$ cat config.mk
export PLATFORM = sky130hd
export DESIGN_NAME = modbus_rtu_read_holding_master_unit
export DESIGN_NICKNAME = d
export VERILOG_FILES = /design/src/sv/mbrtu_pkg.sv /design/src/sv/modbus_rtu_read_holding_master_unit.sv
export SDC_FILE = /design/constraint.sdc
export NUM_CORES = 1
export LEC_CHECK = 0
export BUFFER_PORTS_ARGS = -buffer_cell sky130_fd_sc_hd__buf_2
export CAP_MARGIN = 10
export CORE_MARGIN = 10
export CORE_UTILIZATION = 40
export CTS_BUF_LIST = sky130_fd_sc_hd__clkbuf_16
export CTS_CLUSTER_SIZE = 30
export DETAILED_ROUTE_END_ITERATION = 10
export PLACE_DENSITY_LB_ADDON = 0.15
export SETUP_SLACK_MARGIN = 0.1
export SYNTH_ARGS = -nofsm -noshare
export SYNTH_HDL_FRONTEND = slang
export SYNTH_SLANG_ARGS = --single-unit
$ cat constraint.sdc
create_clock -name clk -period 3.3 [get_ports clk]
set_input_delay 0.66 -clock clk [delete_from_list [all_inputs] [get_ports clk]]
set_output_delay 0.66 -clock clk [all_outputs]
set_load 0.005 [all_outputs]
$ cat src/sv/mbrtu_pkg.sv
// ----------------------------------------------------------------------------
// mbrtu_pkg
// Types, codes and the CRC-16/Modbus byte update shared by the Modbus RTU
// read-holding-registers master and its checker.
// ----------------------------------------------------------------------------
`default_nettype none

package mbrtu_pkg;

  // Largest register count a request may ask for
  localparam int unsigned MAX_QUANTITY = 125;

  localparam logic [15:0] CRC_INIT  = 16'hFFFF;
  localparam logic [15:0] CRC_POLY  = 16'hA001;
  localparam logic [7:0]  FUNC_READ = 8'h03;

  typedef enum logic [1:0] {
    OP_START   = 2'd0,
    OP_RX_BYTE = 2'd1,
    OP_TIMEOUT = 2'd2
  } opcode_t;

  typedef enum logic [1:0] {
    KIND_TX_BYTE = 2'd0,
    KIND_WORD    = 2'd1,
    KIND_STATUS  = 2'd2
  } kind_t;

  typedef enum logic [2:0] {
    ST_OK        = 3'd0,
    ST_SHORT     = 3'd1,
    ST_CRC_ERR   = 3'd2,
    ST_BAD_HDR   = 3'd3,
    ST_BAD_COUNT = 3'd4
  } status_t;

  typedef enum logic [1:0] {
    FAULT_NONE  = 2'd0,
    FAULT_HDR   = 2'd1,
    FAULT_COUNT = 2'd2
  } fault_t;

  // Request frame byte slots, in send order
  typedef enum logic [2:0] {
    TX_ADDR   = 3'd0,
    TX_FUNC   = 3'd1,
    TX_REG_HI = 3'd2,
    TX_REG_LO = 3'd3,
    TX_QTY_HI = 3'd4,
    TX_QTY_LO = 3'd5,
    TX_CRC_LO = 3'd6,
    TX_CRC_HI = 3'd7
  } tx_slot_t;

  typedef struct packed {
    logic [1:0]  opcode;
    logic [7:0]  dev_addr;
    logic [15:0] base_reg;
    logic [6:0]  quantity;
    logic [7:0]  rx_byte;
  } in_item_t;

  typedef struct packed {
    logic [1:0]  kind;
    logic [7:0]  tx_byte;
    logic [15:0] reg_value;
    logic [6:0]  reg_index;
    logic [2:0]  status;
    logic        last;
  } out_item_t;

  // Fold one byte into a CRC-16/Modbus value, reflected form
  function automatic logic [15:0] crc_byte(input logic [15:0] crc, input logic [7:0] b);
    logic [15:0] c;
    c = crc ^ {8'h00, b};
    for (int k = 0; k < 8; k++) begin
      if (c[0]) begin
        c = (c >> 1) ^ CRC_POLY;
      end else begin
        c = c >> 1;
      end
    end
    return c;
  endfunction

endpackage

`default_nettype wire

$ cat src/sv/modbus_rtu_read_holding_master_unit.sv
// ----------------------------------------------------------------------------
// modbus_rtu_read_holding_master_unit
// Master side of a Modbus RTU read-holding-registers (function 3) exchange.
// ----------------------------------------------------------------------------
// A start beat emits the 8-byte request, one byte per output beat, with the
// CRC folded in one body byte per cycle while the sink takes them; the input
// side holds off for those 8 output beats, so a new start is taken only
// after the last request byte has gone out. Received bytes and timeouts
// yield at most one result each: a register word as each pair completes
// (provisional until the status says ok) and one status beat when the frame
// ends or times out. The result register is refilled in the same cycle it is
// taken, so with out_ready high and no request going out the block takes a
// received byte every clock. Bytes while idle, bytes after the frame, and
// timeouts while idle give no result.
`default_nettype none

module modbus_rtu_read_holding_master_unit
  import mbrtu_pkg::*;
(
  input  wire logic      clk,
  input  wire logic      rst_n,
  input  wire logic      in_valid,
  output logic           in_ready,
  input  wire in_item_t  in_data,
  output logic           out_valid,
  input  wire logic      out_ready,
  output out_item_t      out_data
);

  localparam logic [6:0] QtyMax = 7'(MAX_QUANTITY);

  // Result register
  logic      out_valid_r, out_valid_nxt;
  out_item_t out_data_r, out_data_nxt;

  // Request sequencer
  logic        tx_busy_r, tx_busy_nxt;
  logic [2:0]  tx_cnt_r, tx_cnt_nxt;
  logic [15:0] tx_crc_r, tx_crc_nxt;
  logic [15:0] tx_reg_r, tx_reg_nxt;

  // Response tracking
  logic        waiting_r, waiting_nxt;
  logic [7:0]  addr_r, addr_nxt;
  logic [6:0]  qty_r, qty_nxt;
  logic [7:0]  pos_r, pos_nxt;
  logic [15:0] crc_r, crc_nxt;
  fault_t      fault_r, fault_nxt;
  logic [7:0]  hi_byte_r, hi_byte_nxt;
  logic [7:0]  crc_lo_r, crc_lo_nxt;

  logic        slot_free;
  logic        in_acc;
  logic        tx_emit;
  logic [6:0]  qty_clamp;
  logic [8:0]  frame_len;
  logic [8:0]  pos_ahead;
  logic [7:0]  tx_byte_sel;
  logic [7:0]  word_off;
  status_t     fin_status;

  assign slot_free = !out_valid_r || out_ready;
  assign in_ready  = !tx_busy_r && slot_free;
  assign in_acc    = in_valid && in_ready;
  assign tx_emit   = tx_busy_r && slot_free;

  assign out_valid = out_valid_r;
  assign out_data  = out_data_r;

  assign qty_clamp = (in_data.quantity > QtyMax) ? QtyMax : in_data.quantity;
  assign frame_len = 9'd5 + {1'b0, qty_r, 1'b0};
  assign pos_ahead = {1'b0, pos_r} + 9'd2;
  assign word_off  = pos_r - 8'd4;

  // Pick the request byte for the current slot
  always_comb begin
    case (tx_slot_t'(tx_cnt_r))
      TX_ADDR:   tx_byte_sel = addr_r;
      TX_FUNC:   tx_byte_sel = FUNC_READ;
      TX_REG_HI: tx_byte_sel = tx_reg_r[15:8];
      TX_REG_LO: tx_byte_sel = tx_reg_r[7:0];
      TX_QTY_HI: tx_byte_sel = 8'h00;
      TX_QTY_LO: tx_byte_sel = {1'b0, qty_r};
      TX_CRC_LO: tx_byte_sel = tx_crc_r[7:0];
      TX_CRC_HI: tx_byte_sel = tx_crc_r[15:8];
      default:   tx_byte_sel = 8'h00;
    endcase
  end

  // Final status, crc first, then header, then byte count
  always_comb begin
    if ({in_data.rx_byte, crc_lo_r} != crc_r) begin
      fin_status = ST_CRC_ERR;
    end else if (fault_r == FAULT_HDR) begin
      fin_status = ST_BAD_HDR;
    end else if (fault_r == FAULT_COUNT) begin
      fin_status = ST_BAD_COUNT;
    end else begin
      fin_status = ST_OK;
    end
  end

  // Next state and result
  always_comb begin
    out_valid_nxt = out_valid_r && !out_ready;
    out_data_nxt  = out_data_r;
    tx_busy_nxt   = tx_busy_r;
    tx_cnt_nxt    = tx_cnt_r;
    tx_crc_nxt    = tx_crc_r;
    tx_reg_nxt    = tx_reg_r;
    waiting_nxt   = waiting_r;
    addr_nxt      = addr_r;
    qty_nxt       = qty_r;
    pos_nxt       = pos_r;
    crc_nxt       = crc_r;
    fault_nxt     = fault_r;
    hi_byte_nxt   = hi_byte_r;
    crc_lo_nxt    = crc_lo_r;

    // Send one request byte per free output slot
    if (tx_emit) begin
      out_valid_nxt          = 1'b1;
      out_data_nxt           = '0;
      out_data_nxt.kind      = KIND_TX_BYTE;
      out_data_nxt.tx_byte   = tx_byte_sel;
      out_data_nxt.last      = (tx_cnt_r == TX_CRC_HI);
      // Fold only the six body bytes; hold the CRC while it goes out
      if (tx_cnt_r < TX_CRC_LO) begin
        tx_crc_nxt = crc_byte(tx_crc_r, tx_byte_sel);
      end
      tx_cnt_nxt             = tx_cnt_r + 3'd1;
      if (tx_cnt_r == TX_CRC_HI) begin
        tx_busy_nxt = 1'b0;
      end
    end

    if (in_acc) begin
      case (opcode_t'(in_data.opcode))
        OP_START: begin
          tx_busy_nxt = 1'b1;
          tx_cnt_nxt  = TX_ADDR;
          tx_crc_nxt  = CRC_INIT;
          tx_reg_nxt  = in_data.base_reg;
          waiting_nxt = 1'b1;
          addr_nxt    = in_data.dev_addr;
          qty_nxt     = qty_clamp;
          pos_nxt     = 8'd0;
          crc_nxt     = CRC_INIT;
          fault_nxt   = FAULT_NONE;
          hi_byte_nxt = 8'd0;
          crc_lo_nxt  = 8'd0;
        end
        OP_TIMEOUT: begin
          if (waiting_r) begin
            waiting_nxt         = 1'b0;
            out_valid_nxt       = 1'b1;
            out_data_nxt        = '0;
            out_data_nxt.kind   = KIND_STATUS;
            out_data_nxt.status = ST_SHORT;
            out_data_nxt.last   = 1'b1;
          end
        end
        OP_RX_BYTE: begin
          if (waiting_r) begin
            pos_nxt = pos_r + 8'd1;
            if (pos_ahead < frame_len) begin
              // Body byte: fold into the CRC, check the header and byte count, or collect a register word
              crc_nxt = crc_byte(crc_r, in_data.rx_byte);
              if (pos_r == 8'd0) begin
                if (in_data.rx_byte != addr_r) fault_nxt = FAULT_HDR;
              end else if (pos_r == 8'd1) begin
                if (in_data.rx_byte != FUNC_READ) fault_nxt = FAULT_HDR;
              end else if (pos_r == 8'd2) begin
                if (fault_r == FAULT_NONE && in_data.rx_byte != {qty_r, 1'b0}) begin
                  fault_nxt = FAULT_COUNT;
                end
              end else if (pos_r[0]) begin
                hi_byte_nxt = in_data.rx_byte;
              end else begin
                out_valid_nxt          = 1'b1;
                out_data_nxt           = '0;
                out_data_nxt.kind      = KIND_WORD;
                out_data_nxt.reg_value = {hi_byte_r, in_data.rx_byte};
                out_data_nxt.reg_index = word_off[7:1];
              end
            end else if (pos_ahead == frame_len) begin
              crc_lo_nxt = in_data.rx_byte;
            end else begin
              // Closing CRC byte: report
              waiting_nxt         = 1'b0;
              out_valid_nxt       = 1'b1;
              out_data_nxt        = '0;
              out_data_nxt.kind   = KIND_STATUS;
              out_data_nxt.status = fin_status;
              out_data_nxt.last   = 1'b1;
            end
          end
        end
        default: begin
        end
      endcase
    end
  end

  // Control registers
  always_ff @(posedge clk) begin
    if (!rst_n) begin
      out_valid_r <= 1'b0;
      tx_busy_r   <= 1'b0;
      tx_cnt_r    <= TX_ADDR;
      waiting_r   <= 1'b0;
      addr_r      <= 8'd0;
      qty_r       <= 7'd0;
      pos_r       <= 8'd0;
      crc_r       <= CRC_INIT;
      fault_r     <= FAULT_NONE;
      hi_byte_r   <= 8'd0;
      crc_lo_r    <= 8'd0;
    end else begin
      out_valid_r <= out_valid_nxt;
      tx_busy_r   <= tx_busy_nxt;
      tx_cnt_r    <= tx_cnt_nxt;
      waiting_r   <= waiting_nxt;
      addr_r      <= addr_nxt;
      qty_r       <= qty_nxt;
      pos_r       <= pos_nxt;
      crc_r       <= crc_nxt;
      fault_r     <= fault_nxt;
      hi_byte_r   <= hi_byte_nxt;
      crc_lo_r    <= crc_lo_nxt;
    end
  end

  // Payload registers
  always_ff @(posedge clk) begin
    out_data_r <= out_data_nxt;
    tx_crc_r   <= tx_crc_nxt;
    tx_reg_r   <= tx_reg_nxt;
  end

endmodule

`default_nettype wire

==> run_results.csv <==
group,metric,value,unit
clock_tree,clkTransAtPathRegs,60,ps
power,p_leak,3.30,nW
timing,hold_viol,0,
hold_path,hold_path_class,"input pin to register",
placed_design,port_buffers,83,
global_routing,grt_max_degree,33,
global_routing,gr-total-overflow,0,
clock_tree,clock_sink_count,132,
detailed_routing,wl_per_cell,17.5,um
placed_design,place_congestion,0.871,
timing,skew,7.76,ps
detailed_routing,viasPerCell,5.27,
timing,finalCritPeriodShare,91.8,%
timing,fin_crit,3030,ps
yosys,ys_seq_area_share,41.5,%
placed_design,dp.final_hpwl,14400,um
timing,hold_ws,408,ps
power,powerDensity,560,nW/um^2
power,vdd_drop_max,0.000382,V
run,cap_viol_max_count,0,
critical_path,worstPathMaxFanout,11,
yosys,synth_fa_ha_area_share,5.00,%
yosys,synthSimpleGateAreaFrac,17.4,%
final_layout,mostFrequentLayoutCell,"nand2_1",
yosys,yosys.area.top_type_share,34.4,%
outcome,status,"completed",
timing,setup_violations,0,
critical_path,path_cells,"ha_1, ha_2, a22o_1, a221o_1, mux2i_2, xor2_1, xnor2_1, xnor3_2, xnor2_2, xnor2_1, o21ai_1",
timing,fmax,0.330,GHz
yosys,synth_top_family_by_area,"simple AND/OR/NAND/NOR gates",
yosys,synth-edff-count,16,
yosys,synth_area_leaders,"dfxtp_1 (34%), edfxtp_1 (7.1%), nand2_1 (6.6%)",
clock_tree,cts_tree,"built",
detailed_routing,dr.pass1.iters,4,
floorplan,die_w,150,um
critical_path,cp.required,3610,ps
clock_tree,cts_buffers,17,
global_routing,grt_pass1_wl,30800,um
floorplan,pin_count,84,
clock_tree,h-tree-depth,4,
critical_path,cp_slowest_cell,"xnor3_2",
yosys,syn_area,6760,sq um
detailed_routing,wirelength,19100,um
yosys,synth_compound_area_share,17.1,%
timing,tightestPinTransition,468,ps
yosys,yosys_register_bits,132,
yosys,syn-instance-count,766,
yosys,synth_area_leader_cell,"dfxtp_1",
timing,relSlewSlack,68.6,%
yosys,synthArstFlopShare,0,%
critical_path,path_common_cell,"xnor2_1",
floorplan,fp.dieH,150,um
floorplan,dieArea,22500,sq um
floorplan,start_util,40.8,%
yosys,synth.distinct_cells,59,
global_routing,antenna_found_initial,0,
final_layout,antenna_cells,0,
yosys,synth_flop_cell,"dfxtp_1",
clock_tree,cts.path.max_buffers,2,
critical_path,end_kind,"register",
critical_path,cpPeakStageDelay,490,ps
global_routing,grt_pass1_vias,5724,
detailed_routing,via_count,5756,
yosys,synth_xor_area_share,12.5,%
yosys,synth.avg_cell_area,8.83,sq um
yosys,synth_mux_area_share,2.78,%
detailed_routing,drt-initial-drc-count,427,
floorplan,core_region_area,16600,sq um
final_layout,layout_common_cells,"nand2_1 (119), dfxtp_1 (113), buf_2 (83)",
final_layout,drive_above_1_share,21.4,%
clock_tree,clk_latency,420,ps
global_routing,track_usage,17.2,%
final_layout,fin_nets,931,
detailed_routing,route.detailed.drc,0,
timing,maxSlewViolCount,0,
critical_path,arrival,3340,ps
clock_tree,holdBufCountCts,0,
critical_path,worstSetupStartpointType,"register",
critical_path,path_class,"register to register",
detailed_routing,ant_nets,0,
clock_tree,root_buffer,"clkbuf_16",
timing,rsz0062_at_grt,"false",
floorplan,num_rows,47,
yosys,synth_warnings,0,
yosys,synth_nets,838,
final_layout,area_growth,21.6,%
timing,tns,0,ps
[sequential cells by signal, summed over array words and instances (netlist names), 8 cells and up]
| name | cells |
|---|---|
| pos_r | 8 |
| tx_crc_r | 16 |
| crc_r | 16 |
| addr_r | 8 |
| crc_lo_r | 8 |
| tx_reg_r | 16 |
| hi_byte_r | 8 |
| out_data | 37 |
[where the power goes]
part | leakage, nW | internal (W) | total, W | switching [W]
combinational | 1.93 | 0.000414 | 0.000857 | 0.000443
sequential | 1.09 | 0.00173 | 0.00184 | 0.000106
clock | 0.284 | 0.00116 | 0.00191 | 0.000750
[cell families (layout without fill, tap and decap cells)]
| kind of cell | Yosys count | after routing |
|---|---|---|
| buffers and inverters | 62 | 168 |
| AND/OR/NAND/NOR | 259 | 259 |
| multiplexers | 17 | 17 |
| adder cells (fa/ha/maj) | 27 | 27 |
| flip-flops | 132 | 132 |
| XOR/XNOR | 92 | 92 |
| AO/OA/AOI/OAI | 177 | 177 |
[critical path: cells and delay by family, from the launching register on]
family,cells,cell delay [ps]
xor gates and xnor gates,5,1260
AOI/OAI and AO/OA,3,570
adders and majority gates,2,510
DFF,1,350
muxes,1,220
[final timing paths]
| path | slack (ps) | cells past startpoint | from | endpoint |
|---|---|---|---|---|
| min reg2reg | 450 | 2 | out_data[27] | out_data[27] |
| max reg2reg | 270 | 11 | tx_cnt_r[0] | tx_crc_r[0] |
| max | 270 | 11 | tx_cnt_r[0] | tx_crc_r[0] |
| min | 410 | 1 | in_data[26] | tx_reg_r[11] |
[cells in the mapped netlist, types with 4 or more instances]
cell and number:
a211oi_1 6, a21oi_1 70, a221o_1 4, a22o_1 27, a22oi_1 4, and2_1 4
and3_1 5, buf_2 8, clkbuf_1 35, dfxtp_1 116, edfxtp_1 16, ha_1 27
inv_1 15, mux2_1 5, mux2i_1 7, nand2_1 119, nand2b_1 7, nand3_1 31
nand4_1 6, nor2_1 51, nor3_1 11, nor4_1 8, o211ai_1 7, o21a_1 4
o21ai_0 16, o21ai_1 12, o31ai_1 8, or3_1 5, xnor2_1 49, xor2_1 39
[area by class of cell]
cell class	count	area, sq um
Fill cell	1615	8370
Multi-Input combinational cell	572	3770
Sequential cell	132	2810
Timing Repair Buffer	120	706
Clock buffer	18	450
Tap cell	220	275
Clock inverter	14	150
Inverter	16	60.1
[through the flow]
stage	total power, W	worst slack [ps]	cell area (sq um)	instances	utilization (%)
4_1_cts	0.00459	131	8140	1091	49.1
3_5_place_dp	0.00266	60.8	7530	1058	45.4
6_report	0.00460	270	8220	1092	49.6
5_1_grt	0.00480	117	8220	1092	49.6
2_1_floorplan	0.00244	234	6760	766	-
3_3_place_gp	0.00265	199	7530	1058	45.4
[layer usage]
layer / vias to the layer above / track usage, % / wire [um]
li1: 2865 / - / -
met1: 2702 / 22.7 / 8810
met2: 165 / 27.0 / 8710
met3: 24 / 4.65 / 1340
met4: 0 / 4.81 / 256
met5: - / 0 / 0
[repair_timing]
action,4_1_cts,5_1_grt
buffers inserted,1,1
endpoints found under the setup margin,2,35
pin swaps,1,1
cloned,0,0
gates resized for setup,2,16
No activity file was read; power rests on OpenSTA's default activity.
